`config.mk`:
```
export PLATFORM = sky130hd
export DESIGN_NAME = aligned_sequence_distance_unit
export DESIGN_NICKNAME = d
export VERILOG_FILES = /design/src/sv/asd_pkg.sv /design/src/sv/aligned_sequence_distance_unit.sv /design/src/sv/asd_front.sv /design/src/sv/asd_queue.sv /design/src/sv/asd_back.sv
export SDC_FILE = /design/constraint.sdc
export NUM_CORES = 1
export LEC_CHECK = 0
export BUFFER_PORTS_ARGS = -buffer_cell sky130_fd_sc_hd__buf_4
export CAP_MARGIN = 20
export CORE_ASPECT_RATIO = 1.2
export CORE_UTILIZATION = 30
export DETAILED_ROUTE_END_ITERATION = 16
export PLACE_DENSITY = 0.43
export REMOVE_ABC_BUFFERS = 1
export SYNTH_ARGS = -nofsm -noshare
export SYNTH_HDL_FRONTEND = slang
export SYNTH_SLANG_ARGS = --single-unit
```
`constraint.sdc`:
```
create_clock -name clk -period 19.3 [get_ports clk]
set_input_delay 1.93 -clock clk [delete_from_list [all_inputs] [get_ports clk]]
set_output_delay 1.93 -clock clk [all_outputs]
set_load 0.02 [all_outputs]
```
`src/sv/asd_pkg.sv`:
```
// Shared types and constants of the aligned sequence distance unit.
`default_nettype none
package asd_pkg;

	localparam logic [7:0]  GAP_CHAR = 8'h2D;
	localparam logic [16:0] ONE_Q16  = 17'h10000;
	localparam logic [15:0] OUT_MAX  = 16'hFFFF;

	typedef struct packed {
		logic [7:0] residue_a;
		logic [7:0] residue_b;
		logic       last_pair;
	} pair_t;

	typedef struct packed {
		logic [16:0] distance;
		logic [15:0] pair_count;
		logic [15:0] identical_count;
		logic [15:0] gap_count;
		logic        overflow;
	} result_t;

endpackage
`default_nettype wire

```
`src/sv/aligned_sequence_distance_unit.sv`:
```
// Top level of the aligned sequence distance unit.
// The unit takes one aligned residue pair per clock and keeps saturating counts of pairs,
// identical pairs, identical non-gap pairs and gap pairs ('-' is the gap). The pair flagged
// last closes the alignment: its counts go into a two-entry queue and the front carries on
// with the next alignment at once. The back end turns each queued alignment into one result
// in one load, COUNT_BITS shift-add steps for numerator and denominator, one alignment
// step, 17 restoring division steps and one hand-over to the result register, which waits
// until the result slot is free. Pairs stream at one per clock while full is low; full
// rises while both queue entries are waiting. distance_mode is written through the cfg
// channel, is always ready, and is sampled with the last pair.
`default_nettype none
module aligned_sequence_distance_unit #(
	parameter int COUNT_BITS = 16,
	parameter int JOB_DEPTH  = 2
) (
	input  wire              clk,
	input  wire              arst_n,
	input  asd_pkg::pair_t   pair,
	input  wire              push,
	output logic             full,
	output asd_pkg::result_t result,
	output logic             empty,
	input  wire              pop,
	input  wire              cfg_valid,
	output logic             cfg_ready,
	input  wire              cfg_data
);

	localparam int JW = 4 * COUNT_BITS + 2;

	logic          job_full;
	logic          job_push;
	logic [JW-1:0] job_in;
	logic [JW-1:0] job_out;
	logic          job_empty;
	logic          job_pop;

	asd_front #(
		.COUNT_BITS(COUNT_BITS)
	) u_front (
		.clk      (clk),
		.arst_n   (arst_n),
		.pair     (pair),
		.push     (push),
		.full     (full),
		.cfg_valid(cfg_valid),
		.cfg_ready(cfg_ready),
		.cfg_data (cfg_data),
		.job_full (job_full),
		.job_push (job_push),
		.job_data (job_in)
	);

	asd_queue #(
		.WIDTH(JW),
		.DEPTH(JOB_DEPTH)
	) u_queue (
		.clk    (clk),
		.arst_n (arst_n),
		.wr_en  (job_push),
		.wr_data(job_in),
		.full   (job_full),
		.rd_en  (job_pop),
		.rd_data(job_out),
		.empty  (job_empty)
	);

	asd_back #(
		.COUNT_BITS(COUNT_BITS)
	) u_back (
		.clk      (clk),
		.arst_n   (arst_n),
		.job_data (job_out),
		.job_empty(job_empty),
		.job_pop  (job_pop),
		.result   (result),
		.empty    (empty),
		.pop      (pop)
	);

`ifndef SYNTHESIS
	a_dist_range: assert property (@(posedge clk) disable iff (!arst_n)
		!empty |-> (result.distance <= asd_pkg::ONE_Q16))
		else $error("distance above one");

	a_ident_le_len: assert property (@(posedge clk) disable iff (!arst_n)
		!empty |-> (result.identical_count <= result.pair_count))
		else $error("identical count above pair count");

	a_gap_le_len: assert property (@(posedge clk) disable iff (!arst_n)
		!empty |-> (result.gap_count <= result.pair_count))
		else $error("gap count above pair count");

	a_last_queued: assert property (@(posedge clk) disable iff (!arst_n)
		(push && !full && pair.last_pair) |=> !job_empty)
		else $error("last pair not queued");
`endif

endmodule
`default_nettype wire

```
`src/sv/asd_front.sv`:
```
// Front end: takes residue pairs, keeps saturating counts, hands finished alignments to the queue.
`default_nettype none
module asd_front #(
	parameter int COUNT_BITS = 16
) (
	input  wire                      clk,
	input  wire                      arst_n,
	input  asd_pkg::pair_t           pair,
	input  wire                      push,
	output logic                     full,
	input  wire                      cfg_valid,
	output logic                     cfg_ready,
	input  wire                      cfg_data,
	input  wire                      job_full,
	output logic                     job_push,
	output logic [4*COUNT_BITS+1:0]  job_data
);

	localparam int CB = COUNT_BITS;

	logic [CB-1:0] len_q, ident_q, nongap_q, gap_q;
	logic          ovf_q;
	logic          mode_q;

	logic [CB-1:0] len_n, ident_n, nongap_n, gap_n;
	logic          ovf_n;
	logic          accept;
	logic          same;
	logic          has_gap;

	function automatic logic [CB-1:0] sat_inc(input logic [CB-1:0] v, input logic en);
		sat_inc = (en && (v != {CB{1'b1}})) ? v + 1'b1 : v;
	endfunction

	assign cfg_ready = 1'b1;
	assign full      = job_full;
	assign accept    = push & ~job_full;

	always_comb begin
		same     = (pair.residue_a == pair.residue_b);
		has_gap  = (pair.residue_a == asd_pkg::GAP_CHAR) ||
		           (pair.residue_b == asd_pkg::GAP_CHAR);
		ovf_n    = ovf_q | (len_q == {CB{1'b1}});
		len_n    = sat_inc(len_q, 1'b1);
		ident_n  = sat_inc(ident_q, same);
		gap_n    = sat_inc(gap_q, has_gap);
		nongap_n = sat_inc(nongap_q, same & ~has_gap);
	end

	assign job_push = accept & pair.last_pair;
	assign job_data = {mode_q, ovf_n, gap_n, nongap_n, ident_n, len_n};

	always_ff @(posedge clk or negedge arst_n) begin
		if (!arst_n) begin
			len_q    <= '0;
			ident_q  <= '0;
			nongap_q <= '0;
			gap_q    <= '0;
			ovf_q    <= 1'b0;
			mode_q   <= 1'b0;
		end else begin
			if (cfg_valid) begin
				mode_q <= cfg_data;
			end
			if (accept) begin
				if (pair.last_pair) begin
					len_q    <= '0;
					ident_q  <= '0;
					nongap_q <= '0;
					gap_q    <= '0;
					ovf_q    <= 1'b0;
				end else begin
					len_q    <= len_n;
					ident_q  <= ident_n;
					nongap_q <= nongap_n;
					gap_q    <= gap_n;
					ovf_q    <= ovf_n;
				end
			end
		end
	end

endmodule
`default_nettype wire

```
`src/sv/asd_queue.sv`:
```
// Short shifting queue of finished alignment counts between front and back.
`default_nettype none
module asd_queue #(
	parameter int WIDTH = 66,
	parameter int DEPTH = 2
) (
	input  wire              clk,
	input  wire              arst_n,
	input  wire              wr_en,
	input  wire  [WIDTH-1:0] wr_data,
	output logic             full,
	input  wire              rd_en,
	output logic [WIDTH-1:0] rd_data,
	output logic             empty
);

	localparam int CNTW = $clog2(DEPTH + 1);

	logic [WIDTH-1:0] slot_q [DEPTH];
	logic [CNTW-1:0]  count_q;
	logic [CNTW-1:0]  wr_idx;
	logic             do_wr;
	logic             do_rd;

	assign full    = (count_q == CNTW'(DEPTH));
	assign empty   = (count_q == '0);
	assign do_wr   = wr_en & ~full;
	assign do_rd   = rd_en & ~empty;
	assign rd_data = slot_q[0];
	assign wr_idx  = do_rd ? count_q - 1'b1 : count_q;

	always_ff @(posedge clk or negedge arst_n) begin
		if (!arst_n) begin
			count_q <= '0;
		end else begin
			count_q <= count_q + CNTW'(do_wr) - CNTW'(do_rd);
		end
	end

	always_ff @(posedge clk) begin
		for (int i = 0; i < DEPTH; i++) begin
			if (do_wr && (wr_idx == CNTW'(i))) begin
				slot_q[i] <= wr_data;
			end else if (do_rd && (i < DEPTH - 1)) begin
				slot_q[i] <= slot_q[(i < DEPTH - 1) ? i + 1 : i];
			end
		end
	end

endmodule
`default_nettype wire

```
`src/sv/asd_back.sv`:
```
// Back end: shift-add products and restoring division that turn counts into a Q1.16 distance.
`default_nettype none
module asd_back #(
	parameter int COUNT_BITS = 16
) (
	input  wire                      clk,
	input  wire                      arst_n,
	input  wire  [4*COUNT_BITS+1:0]  job_data,
	input  wire                      job_empty,
	output logic                     job_pop,
	output asd_pkg::result_t         result,
	output logic                     empty,
	input  wire                      pop
);

	localparam int CB       = COUNT_BITS;
	localparam int FW       = CB + 4;
	localparam int AW       = 2 * CB + 4;
	localparam int RW       = AW + 16;
	localparam int SW       = $clog2((CB > 17) ? CB : 17);
	localparam int CW       = (CB > 16) ? CB : 16;
	localparam int DIV_LAST = 16;

	typedef enum logic [4:0] {
		ST_IDLE  = 5'b00001,
		ST_MUL   = 5'b00010,
		ST_ALIGN = 5'b00100,
		ST_DIV   = 5'b01000,
		ST_DONE  = 5'b10000
	} state_t;

	state_t           state_q;
	logic [SW-1:0]    step_q;
	logic             res_valid_q;
	asd_pkg::result_t res_q;

	logic [CB-1:0]    x_q, y_q;
	logic [AW-1:0]    fx_q, fy_q;
	logic [RW-1:0]    num_q, den_q;
	logic [16:0]      quo_q;
	logic             zero_q;
	logic [15:0]      pc_q, ic_q, gc_q;
	logic             ovf_q;

	logic [CB-1:0]    j_len, j_ident, j_nongap, j_gap;
	logic             j_ovf, j_mode;
	logic [CB-1:0]    g_clamp;
	logic [FW-1:0]    len_w, g_w, ten_l, nine_g, factor;
	logic             start;
	logic             slot_free;
	logic             ge;
	logic [16:0]      quo_clamp;
	logic [16:0]      dist_val;

	function automatic logic [15:0] clip16(input logic [CB-1:0] v);
		logic [CW-1:0] w;
		w = CW'(v);
		clip16 = (w > CW'(asd_pkg::OUT_MAX)) ? asd_pkg::OUT_MAX : w[15:0];
	endfunction

	always_comb begin
		j_len    = job_data[CB-1:0];
		j_ident  = job_data[2*CB-1:CB];
		j_nongap = job_data[3*CB-1:2*CB];
		j_gap    = job_data[4*CB-1:3*CB];
		j_ovf    = job_data[4*CB];
		j_mode   = job_data[4*CB+1];
		g_clamp  = (j_gap > j_len) ? j_len : j_gap;
		len_w    = FW'(j_len);
		g_w      = FW'(g_clamp);
		ten_l    = (len_w << 3) + (len_w << 1);
		nine_g   = (g_w << 3) + g_w;
		factor   = ten_l - nine_g;
	end

	assign start     = (state_q == ST_IDLE) && !job_empty;
	assign job_pop   = start;
	assign slot_free = !res_valid_q || pop;
	assign ge        = (num_q >= den_q);
	assign quo_clamp = (quo_q > asd_pkg::ONE_Q16) ? asd_pkg::ONE_Q16 : quo_q;
	assign dist_val  = zero_q ? asd_pkg::ONE_Q16 : asd_pkg::ONE_Q16 - quo_clamp;

	always_ff @(posedge clk or negedge arst_n) begin
		if (!arst_n) begin
			state_q     <= ST_IDLE;
			step_q      <= '0;
			res_valid_q <= 1'b0;
		end else begin
			unique case (state_q)
				ST_IDLE: begin
					if (start) begin
						state_q <= ST_MUL;
						step_q  <= '0;
					end
				end
				ST_MUL: begin
					step_q <= step_q + 1'b1;
					if (step_q == SW'(CB - 1)) begin
						state_q <= ST_ALIGN;
					end
				end
				ST_ALIGN: begin
					step_q  <= '0;
					state_q <= ST_DIV;
				end
				ST_DIV: begin
					step_q <= step_q + 1'b1;
					if (step_q == SW'(DIV_LAST)) begin
						state_q <= ST_DONE;
					end
				end
				ST_DONE: begin
					if (slot_free) begin
						state_q <= ST_IDLE;
					end
				end
				default: begin
					state_q <= ST_IDLE;
				end
			endcase
			if ((state_q == ST_DONE) && slot_free) begin
				res_valid_q <= 1'b1;
			end else if (pop) begin
				res_valid_q <= 1'b0;
			end
		end
	end

	always_ff @(posedge clk) begin
		case (state_q)
			ST_IDLE: begin
				if (start) begin
					x_q    <= j_mode ? j_nongap : j_ident;
					y_q    <= j_len;
					fx_q   <= j_mode ? AW'(factor) : AW'(1);
					fy_q   <= j_mode ? AW'(ten_l) : AW'(1);
					num_q  <= '0;
					den_q  <= '0;
					zero_q <= (j_len == '0);
					pc_q   <= clip16(j_len);
					ic_q   <= clip16(j_mode ? j_nongap : j_ident);
					gc_q   <= clip16(j_gap);
					ovf_q  <= j_ovf | (CW'(j_len) > CW'(asd_pkg::OUT_MAX));
				end
			end
			ST_MUL: begin
				num_q <= num_q + (x_q[0] ? RW'(fx_q) : RW'(0));
				den_q <= den_q + (y_q[0] ? RW'(fy_q) : RW'(0));
				x_q   <= x_q >> 1;
				y_q   <= y_q >> 1;
				fx_q  <= fx_q << 1;
				fy_q  <= fy_q << 1;
			end
			ST_ALIGN: begin
				num_q <= num_q << 16;
				den_q <= den_q << 16;
				quo_q <= '0;
			end
			ST_DIV: begin
				if (ge) begin
					num_q <= num_q - den_q;
				end
				quo_q <= {quo_q[15:0], ge};
				den_q <= den_q >> 1;
			end
			ST_DONE: begin
				if (slot_free) begin
					res_q.distance        <= dist_val;
					res_q.pair_count      <= pc_q;
					res_q.identical_count <= ic_q;
					res_q.gap_count       <= gc_q;
					res_q.overflow        <= ovf_q;
				end
			end
			default: begin
			end
		endcase
	end

	assign result = res_q;
	assign empty  = !res_valid_q;

endmodule
`default_nettype wire
```
==> results of run 1 <==
-- flip-flops by register name, summed over array words and instances, names as in the netlist, 17 cells and up --
register	count
u_queue.slot_q	132
u_back.quo_q	17
u_back.den_q	52
u_back.fx_q	36
u_back.result	66
u_back.fy_q	36
u_back.num_q	52
-- routing by layer --
metal	up-vias	part of all wire	track usage	routed length (µm)
met4	0	0.033	0.05479	3137
met1	11550	0.45	0.2139	42350
li1	11900	-	-	-
met5	-	0	0	0
met2	347	0.49	0.2950	46940
met3	143	0.027	0.01762	2563
-- kinds of logic after synthesis --
family	Yosys count	synth area share
xor gates and xnor gates	237	0.06254
adders and majority gates	205	0.08090
buffers and inverters	306	0.03510
AOI/OAI and AO/OA	876	0.1699
other	1	0.0001130
DFF	552	0.4875
and+or+nand+nor	974	0.1417
muxes	68	0.02220
-- worst max-delay path by stage --
stage	cells after the start	slack, ns	to
final	25	13.10	u_back.fx_q[18]
after global routing	25	12.70	u_back.fx_q[18]
after CTS	25	13.12	u_back.fx_q[18]
after detailed placement	25	13.17	u_back.fx_q[18]
after global placement	25	13.15	u_back.fx_q[18]
after floorplan	6	5.47	u_queue.slot_q[0][100]
-- through the flow --
step,cells,setup slack (ns),area (µm²),util
final,4738,13.10,37520,0.3422
after global routing,4737,12.70,37520,0.3421
after CTS,4736,13.12,37500,0.3420
after floorplan,3088,5.466,32680,-
after detailed placement,4621,13.17,35440,0.3231
after global placement,4621,13.15,35440,0.3231
-- final cells by class --
class                      count  area, µm²  share of cell area
inverter                     175      656.9             0.01751
tap                         1417       1773             0.04725
sequential                   552      16180              0.4313
antenna                        1      2.502          0.00006669
timing repair buffer         117      898.4             0.02394
clock inverter                31      335.3            0.008937
multi-input combinational   2361      15940              0.4249
clock buffer                  84       1733             0.04618
-- cells in the mapped netlist, drive strengths merged, types with 39 or more instances --
cell type / number
clkbuf: 109
a21oi: 225
nand2: 293
inv: 175
o21ai: 242
dfrtp: 78
a22oi: 48
a21o: 76
mux2: 45
xnor2: 151
nand3: 66
and2: 135
nor3: 54
nor2: 238
and3: 39
edfxtp: 473
xor2: 86
ha: 189
-- worst reg2reg max path, stage by stage, from the launching register on --
cell,delay [ns]
edfxtp_1,0.49
inv_1,0.20
ha_1,0.27
nor2b_1,0.14
o21a_1,0.16
o21a_1,0.16
o21ai_0,0.15
nand2b_1,0.08
a21oi_1,0.19
o21ai_0,0.12
o22ai_2,0.12
buf_4,0.38
nor2_1,0.11
a21o_1,0.23
fa_1,0.52
inv_1,0.04
ha_1,0.34
o21a_1,0.16
o21ai_1,0.17
a21oi_1,0.12
o41ai_1,0.63
o21ai_0,0.31
or4_1,0.46
o311a_1,0.14
xnor2_1,0.14
o21ai_0,0.08
==> qor.yml, run 1 <==
maxCapViolations: 0
io_pins: 92
cts_buffer_depth: 3
crit_arrival_ns: 6.60
cp_num_buf_inv: 3
htree_num_levels: 2
drive_gt1_frac: 0.09608
hold_path_end: "u_back.result[46]"
synth_edf_count: 473
core.rowCount: 133
die_w_um: 305.6
yosys.cell_types.count: 101
clock_sinks: 552
vias_per_cell: 5.052
drtIter0Drc: 1567
rsz0062_at_grt: "false"
ys.flop_type: "edfxtp_1"
portBuffers: 90
period_needed_ns: 6.199
startpoint: "u_queue.slot_q[0][1]"
crit_required_ns: 19.70
yosysSeqAreaShare: 0.4875
synth_area_per_cell_um2: 10.31
grt_pass1_wl_um: 147000
fp.dieH_um: 366.4
cts_hold_buf: 0
num_vias: 23940
skew_ns: 0.06687
nets: 3496
worstRegToRegCells: 25
setup_viol: 0
worst_pin_slew_ns: 0.9622
end_kind: "flop"
die-area_mm2: 0.1120
cts_buffers: 61
layout_worst_path_cycle_share: 0.3212
clkLatencyLatePin_ns: 0.68
areaGrowthSynthToFinish_pct: 13.05
status: "finished clean"
path_clk_slew_ns: 0.06
r2r_end: "u_back.fx_q[18]"
start_util: 0.3027
netlist_area_mm2: 0.03319
post_drt_wl_per_cell_um: 20.05
grt_pass1_vias: 24100
hold_slack_ns: 0.4182
grt_max_degree: 141
place_congestion: 0.8640
drt_wl_total_um: 94990
cts_tree: "done"
fmax_mhz: 161.3
startpoint_type: "flop"
slowest_delay_ns: 0.63
slew_viol_final: 0
r2r_start: "u_queue.slot_q[0][1]"
synth_warnings: 0
hold_violations: 0
critical-path-slowest-cell: "o41ai_1"
tns_ns: 0
regToRegSetupSlack_ns: 13.10
crit_type: "flop to flop"
hp-class: "flop to flop"
cts_resized: 0
netlist.area_leader.share: 0.4279
drc: 0
async_flop_share: 0.1431
fill_cells: 10990
ant_nets: 0
whs_path_depth: 0
cts_setup_buffers: 0
antenna_found_initial: 1
netlist_instances: 3219
maxSlewHeadroom: 0.3585
drtPass1Iterations: 5
path_max_fanout: 43
synth_top_area_cell: "edfxtp_1"
crit_top_cell: "o21ai_0"
design.core.area_mm2: 0.1097
hp-start: "u_back.pc_q[13]"
grt-ovfl-total: 0
cp_top_family: "compound AO/OA/AOI/OAI gates"
gr-usage-all-layers: 0.1679
synth_area_leaders: "edfxtp_1, ha_1, dfrtp_1"
layout_common_cells: "edfxtp_1, nand2_1, nor2_1"
final_common_cell: "edfxtp_1"
dp_hpwl_um: 68600
ys_ff_latch: 552
root_buffer: "clkbuf_16"
Power of run 1 is not shown: default switching activity piles up to over one toggle a cycle in this logic, so the estimate is an artifact.
==> run 2: changes to the inputs <==
- ABC_AREA: default -> 1
- PLACE_DENSITY: 0.43 -> 0.45
- clock period: 19.3 -> 5.35 ns (I/O delays scaled with it)
==> qor.yml, run 2 <==
status: "finished clean"  # unchanged
synth_most_common_cell: "nand2_1"  # was edfxtp_1
clock_sinks: 552  # unchanged
end_kind: "flop"  # unchanged
top_regs: "u_queue.slot_q (132), u_back.result (66)"  # unchanged
slew_viol_final: 0  # unchanged
async_flop_share: 0.1431  # unchanged
maxSlewHeadroom: 0.3075  # was 0.3585
die-area_mm2: 0.1308  # was 0.1120 mm²
crit_type: "flop to flop"  # unchanged
grt_max_degree: 114  # was 141
cts_tree: "done"  # unchanged
skew_ns: 0.02573  # was 0.06687 ns
ys.flop_type: "edfxtp_1"  # unchanged
synth_edf_count: 473  # unchanged
netlist_instances: 5378  # was 3,219
fp.dieH_um: 396.0  # was 366.4 µm
diodes: 0  # was 1
fmax_mhz: 204.2  # was 161.3 MHz
rsz0062_at_grt: "false"  # unchanged
nets: 5700  # was 3,496
maxCapViolations: 0  # unchanged
dp_hpwl_um: 108900  # was 68,600 µm
crit_top_cell: "nand2_1"  # was o21ai_0
ys_ff_latch: 552  # unchanged
path_clk_slew_ns: 0.06  # about the same
yosys.cell_types.count: 59  # was 101
drt_wl_total_um: 139000  # was 94,990 µm
synth_top_area_cell: "edfxtp_1"  # unchanged
clkLatencyLatePin_ns: 0.66  # was 0.68 ns
place_congestion: 0.9437  # was 0.8640
crit_arrival_ns: 5.32  # was 6.60 ns
drive_gt1_frac: 0.05230  # was 0.09608
cts_buffer_depth: 3  # unchanged
cp_top_family: "simple AND/OR/NAND/NOR gates"  # was compound AO/OA/AOI/OAI gates
path_max_fanout: 16  # was 43
yosysSeqAreaShare: 0.4169  # was 0.4875
setup_viol: 0  # unchanged
design.core.area_mm2: 0.1285  # was 0.1097 mm²
largest_register_ffs: 132  # unchanged
portBuffers: 90  # unchanged
io_pins: 92  # unchanged
core.rowCount: 144  # was 133
netlist.area_leader.share: 0.3659  # was 0.4279
ys_top_cells_by_count: "nand2_1, inv_1, edfxtp_1"  # was edfxtp_1, nand2_1, nor2_1
drc: 0  # unchanged
netlist_area_mm2: 0.03882  # was 0.03319 mm²
layout_worst_path_cycle_share: 0.9152  # was 0.3212
areaGrowthSynthToFinish_pct: 12.56  # was 13.05%
grt_pass1_vias: 33420  # was 24,100
hold_violations: 0  # unchanged
hp-class: "primary input to flop"  # was flop to flop
cp_num_buf_inv: 3  # unchanged
start_util: 0.3022  # was 0.3027
period_needed_ns: 4.896  # was 6.199 ns
worst_pin_slew_ns: 1.039  # was 0.9622 ns
final_common_cell: "nand2_1"  # was edfxtp_1
grt-ovfl-total: 0  # unchanged
critical-path-slowest-cell: "fa_1"  # was o41ai_1
top_register: "u_queue.slot_q"  # unchanged
fill_cells: 13850  # was 10,990
htree_num_levels: 3  # was 2
root_buffer: "clkbuf_16"  # unchanged
synth_warnings: 0  # unchanged
slowest_delay_ns: 0.50  # was 0.63 ns
num_vias: 34200  # was 23,940
synth_area_per_cell_um2: 7.218  # was 10.31 µm²
layout_common_cells: "nand2_1, inv_1, edfxtp_1"  # was edfxtp_1, nand2_1, nor2_1
startpoint_type: "flop"  # unchanged
crit_required_ns: 5.77  # was 19.70 ns
die_w_um: 330.4  # was 305.6 µm
vias_per_cell: 4.747  # was 5.052
synth_area_leaders: "edfxtp_1, nand2_1, inv_1"  # was edfxtp_1, ha_1, dfrtp_1
post_drt_wl_per_cell_um: 19.30  # was 20.05 µm
cts_buffers: 67  # was 61
drtPass1Iterations: 5  # unchanged
gr-usage-all-layers: 0.2120  # was 0.1679
tns_ns: 0  # unchanged
drtIter0Drc: 2396  # was 1,567
antenna_found_initial: 0  # was 1
cp_cell_sequence: "inv_1 > ha_1 > nand4_1 > nor2_1 > nand2_1 > nand2_1 > nand2_1 > buf_4 > a21oi_1 > fa_1 > ha_1 > nand2_1 > inv_1 > nand3_1 > nor3_1 > nand4_1 > nand3_1 > a21oi_1 > o21ai_0 > nand2_1"
grt_pass1_wl_um: 208800  # was 147,000 µm
ant_nets: 0  # unchanged
-- run 2: final cells by class --
class                      instances  area, µm²  share of cell area
multi-input combinational       3780      18660              0.4272
sequential                       552      16180              0.3703
inverter                         946       3553             0.08132
tap                             1679       2101             0.04808
clock buffer                      80       1778             0.04069
timing repair buffer             125      978.4             0.02239
clock inverter                    43      437.9             0.01002
-- run 2: what timing repair did --
item / CTS / global route
gates resized for setup: 0 / 2
hold endpoints to repair: 19 / 0
endpoints found under the setup margin: 0 / 4
hold buffers: 1 / 0
buffers inserted: 0 / 0
-- run 2: cell families (layout without fill, tap and decap cells) --
family,after synthesis,after routing,share of synthesized area
adder cells (fa/ha/maj),205,205,0.06917
AND/OR/NAND/NOR,2901,2901,0.3068
flip-flops,552,552,0.4169
other,1,1,0.00009661
buffers and inverters,1046,1194,0.1036
AO/OA/AOI/OAI,586,586,0.08384
XOR/XNOR,87,87,0.01963
-- run 2: layer usage --
metal	up-vias	wire, µm	global-route usage
met5	-	0	0
met4	0	4088	0.07110
met3	165	4785	0.01716
met2	656	70500	0.3818
met1	15890	59660	0.2633
li1	17490	-	-
-- run 2: worst paths after layout --
| path | start | slack (ns) | depth (start not counted) | end |
|---|---|---|---|---|
| min in group asynchronous | arst_n | 0.33 | 2 | u_back.res_valid_q |
| min reg2reg | u_back.ic_q[1] | 0.42 | 0 | u_back.result[18] |
| min | cfg_valid | 0.09 | 2 | u_front.mode_q |
| max | u_queue.slot_q[0][15] | 0.45 | 20 | u_back.fx_q[18] |
| max reg2reg | u_queue.slot_q[0][15] | 0.45 | 20 | u_back.fx_q[18] |
| max in group asynchronous | arst_n | 3.75 | 3 | u_front.len_q[15] |
-- run 2: metrics by stage --
stage	std cells	hold WS (ns)	cell area (µm²)	setup WS, ns	util
after global routing	7205	0.09948	43690	0.01379	0.3401
after floorplan	5278	0.2394	38350	-1.019	-
final	7205	0.08561	43690	0.4537	0.3401
after detailed placement	7081	0.4061	41470	0.3561	0.3228
after global placement	7081	0.4058	41470	0.3814	0.3228
after CTS	7205	0.04098	43690	0.3205	0.3401
Power of run 2 is left out for the same reason.
==> run 3: changes to the inputs <==
- ABC_AREA: 1 -> default
==> qor.yml, run 3 (same netlist as run 1, synthesis figures left out) <==
io_pins: 92  # unchanged
seqCellArea_mm2: 0.01618  # unchanged
clkLatencyLatePin_ns: 0.64  # was 0.66 ns
crit_type: "flop to flop"  # unchanged
areaGrowthSynthToFinish_pct: 15.48  # was 12.56%
slew_viol_final: 0  # unchanged
fmax_mhz: 195.2  # was 204.2 MHz
antenna_found_initial: 1  # was 0
layout_worst_path_cycle_share: 0.9576  # was 0.9152
regToRegSetupSlack_ns: 0.23  # was 0.45 ns
layout_common_cells: "edfxtp_1, nand2_1, nor2_1"  # was nand2_1, inv_1, edfxtp_1
path_max_fanout: 7  # was 16
hp-start: "pop"  # was cfg_valid
worstSetupEndpoint: "u_back.fx_q[17]"  # was u_back.fx_q[18]
crit_top_cell: "a21o_1"  # was nand2_1
core.rowCount: 133  # was 144
worst-path-stages: 26  # was 20
die_w_um: 305.6  # was 330.4 µm
nets: 3574  # was 5,700
worstRegToRegCells: 26  # was 20
worst_pin_slew_ns: 0.8858  # was 1.039 ns
drive_gt1_frac: 0.1212  # was 0.05230
startpoint_type: "flop"  # unchanged
final_common_cell: "edfxtp_1"  # was nand2_1
drtPass1Iterations: 5  # unchanged
hp-class: "primary input to flop"  # unchanged
cts_buffers: 67  # unchanged
startpoint: "u_queue.slot_q[0][9]"  # was u_queue.slot_q[0][15]
cts_buffer_depth: 3  # unchanged
design.core.area_mm2: 0.1097  # was 0.1285 mm²
clock_sinks: 552  # unchanged
fp.dieH_um: 366.4  # was 396.0 µm
tns_ns: 0  # unchanged
drc: 0  # unchanged
top_regs: "u_queue.slot_q (132), u_back.result (66)"  # unchanged
htree_num_levels: 3  # unchanged
vias_per_cell: 5.067  # was 4.747
dp_slack_ns: -0.009166  # was 0.3561 ns
gr-usage-all-layers: 0.1674  # was 0.2120
root_buffer: "clkbuf_16"  # unchanged
post_drt_wl_per_cell_um: 19.65  # was 19.30 µm
fill_cells: 11100  # was 13,850
num_vias: 24400  # was 34,200
period_needed_ns: 5.123  # was 4.896 ns
crit_arrival_ns: 5.49  # was 5.32 ns
crit_required_ns: 5.71  # was 5.77 ns
place_congestion: 0.8885  # was 0.9437
die-area_mm2: 0.1120  # was 0.1308 mm²
skew_ns: 0.03431  # was 0.02573 ns
start_util: 0.3027  # was 0.3022
cts_tree: "done"  # unchanged
path_clk_slew_ns: 0.06  # about the same
slowest_delay_ns: 0.55  # was 0.50 ns
drt_wl_total_um: 94610  # was 139,000 µm
diodes: 0  # unchanged
multiInputGateArea_mm2: 0.01603  # was 0.01866 mm²
setup_viol: 0  # unchanged
grt_max_degree: 116  # was 114
maxSlewHeadroom: 0.4095  # was 0.3075
largest_register_ffs: 132  # unchanged
timing.final.ws_setup_ns: 0.2267  # was 0.4537 ns
r2r_start: "u_queue.slot_q[0][9]"  # was u_queue.slot_q[0][15]
fin_cells: 4815  # was 7,205
grt-ovfl-total: 0  # unchanged
r2r_end: "u_back.fx_q[17]"  # was u_back.fx_q[18]
cp_num_buf_inv: 3  # unchanged
portBuffers: 90  # unchanged
ant_nets: 0  # unchanged
critical-path-slowest-cell: "fa_1"  # unchanged
maxCapViolations: 0  # unchanged
grt_pass1_wl_um: 146700  # was 208,800 µm
top_register: "u_queue.slot_q"  # unchanged
status: "finished clean"  # unchanged
drtIter0Drc: 1431  # was 2,396
cp_top_family: "compound AO/OA/AOI/OAI gates"  # was simple AND/OR/NAND/NOR gates
dp_hpwl_um: 68930  # was 108,900 µm
hold_violations: 0  # unchanged
grt_pass1_vias: 24880  # was 33,420
fin_util: 0.3495  # was 0.3401
place_inst: 4691  # was 7,081
end_kind: "flop"  # unchanged
## run 3: cell types whose count changed in the layout (fill, tap and decap cells not counted), sizes merged, moves of 45 or more
cell,previous run,this run
nor2,451,238
nand4,86,34
and2,5,135
buf,124,188
nand3,362,66
a22oi,0,48
mux2,0,45
inv,950,177
xnor2,36,151
nand2,1866,293
a21o,7,76
## run 3: per-layer routing
layer	vias to the layer above	GRT usage	wire, µm
met2	339	0.3039	48320
met4	0	0.05257	2492
li1	12060	-	-
met1	11880	0.2038	41300
met3	120	0.02092	2491
met5	-	0	0
## run 3: cell type report
cell class / count / area share
Timing Repair Buffer: 189 / 0.03934
Inverter: 175 / 0.01714
Clock buffer: 86 / 0.04724
Multi-Input combinational cell: 2361 / 0.4181
Tap cell: 1417 / 0.04626
Sequential cell: 552 / 0.4222
Clock inverter: 35 / 0.009760
## run 3: worst min path at each step
stage          cells past startpoint                 end  slack [ns]
6_report                           2  u_back.res_valid_q        0.11
5_1_grt                            2  u_back.res_valid_q        0.11
4_1_cts                            2  u_back.res_valid_q        0.06
3_5_place_dp                       0   u_back.result[15]        0.40
3_3_place_gp                       0   u_back.result[30]        0.40
2_1_floorplan                      0  u_back.res_valid_q        0.24
## run 3: what timing repair did
action / CTS / global route
setup buffers: 0 / 2
endpoints found under the hold margin: 41 / 0
endpoints found under the setup margin: 3 / 7
hold buffers: 1 / 0
gates resized for setup: 2 / 24
pin swaps: 0 / 15
## run 3: stage by stage
stage,hold WS (ns),area [µm²]
6_report,0.1147,38330
2_1_floorplan,0.2394,32680
4_1_cts,0.06410,38220
3_3_place_gp,0.4039,36020
5_1_grt,0.1072,38330
3_5_place_dp,0.4045,36020
Power of run 3 is left out for the same reason.
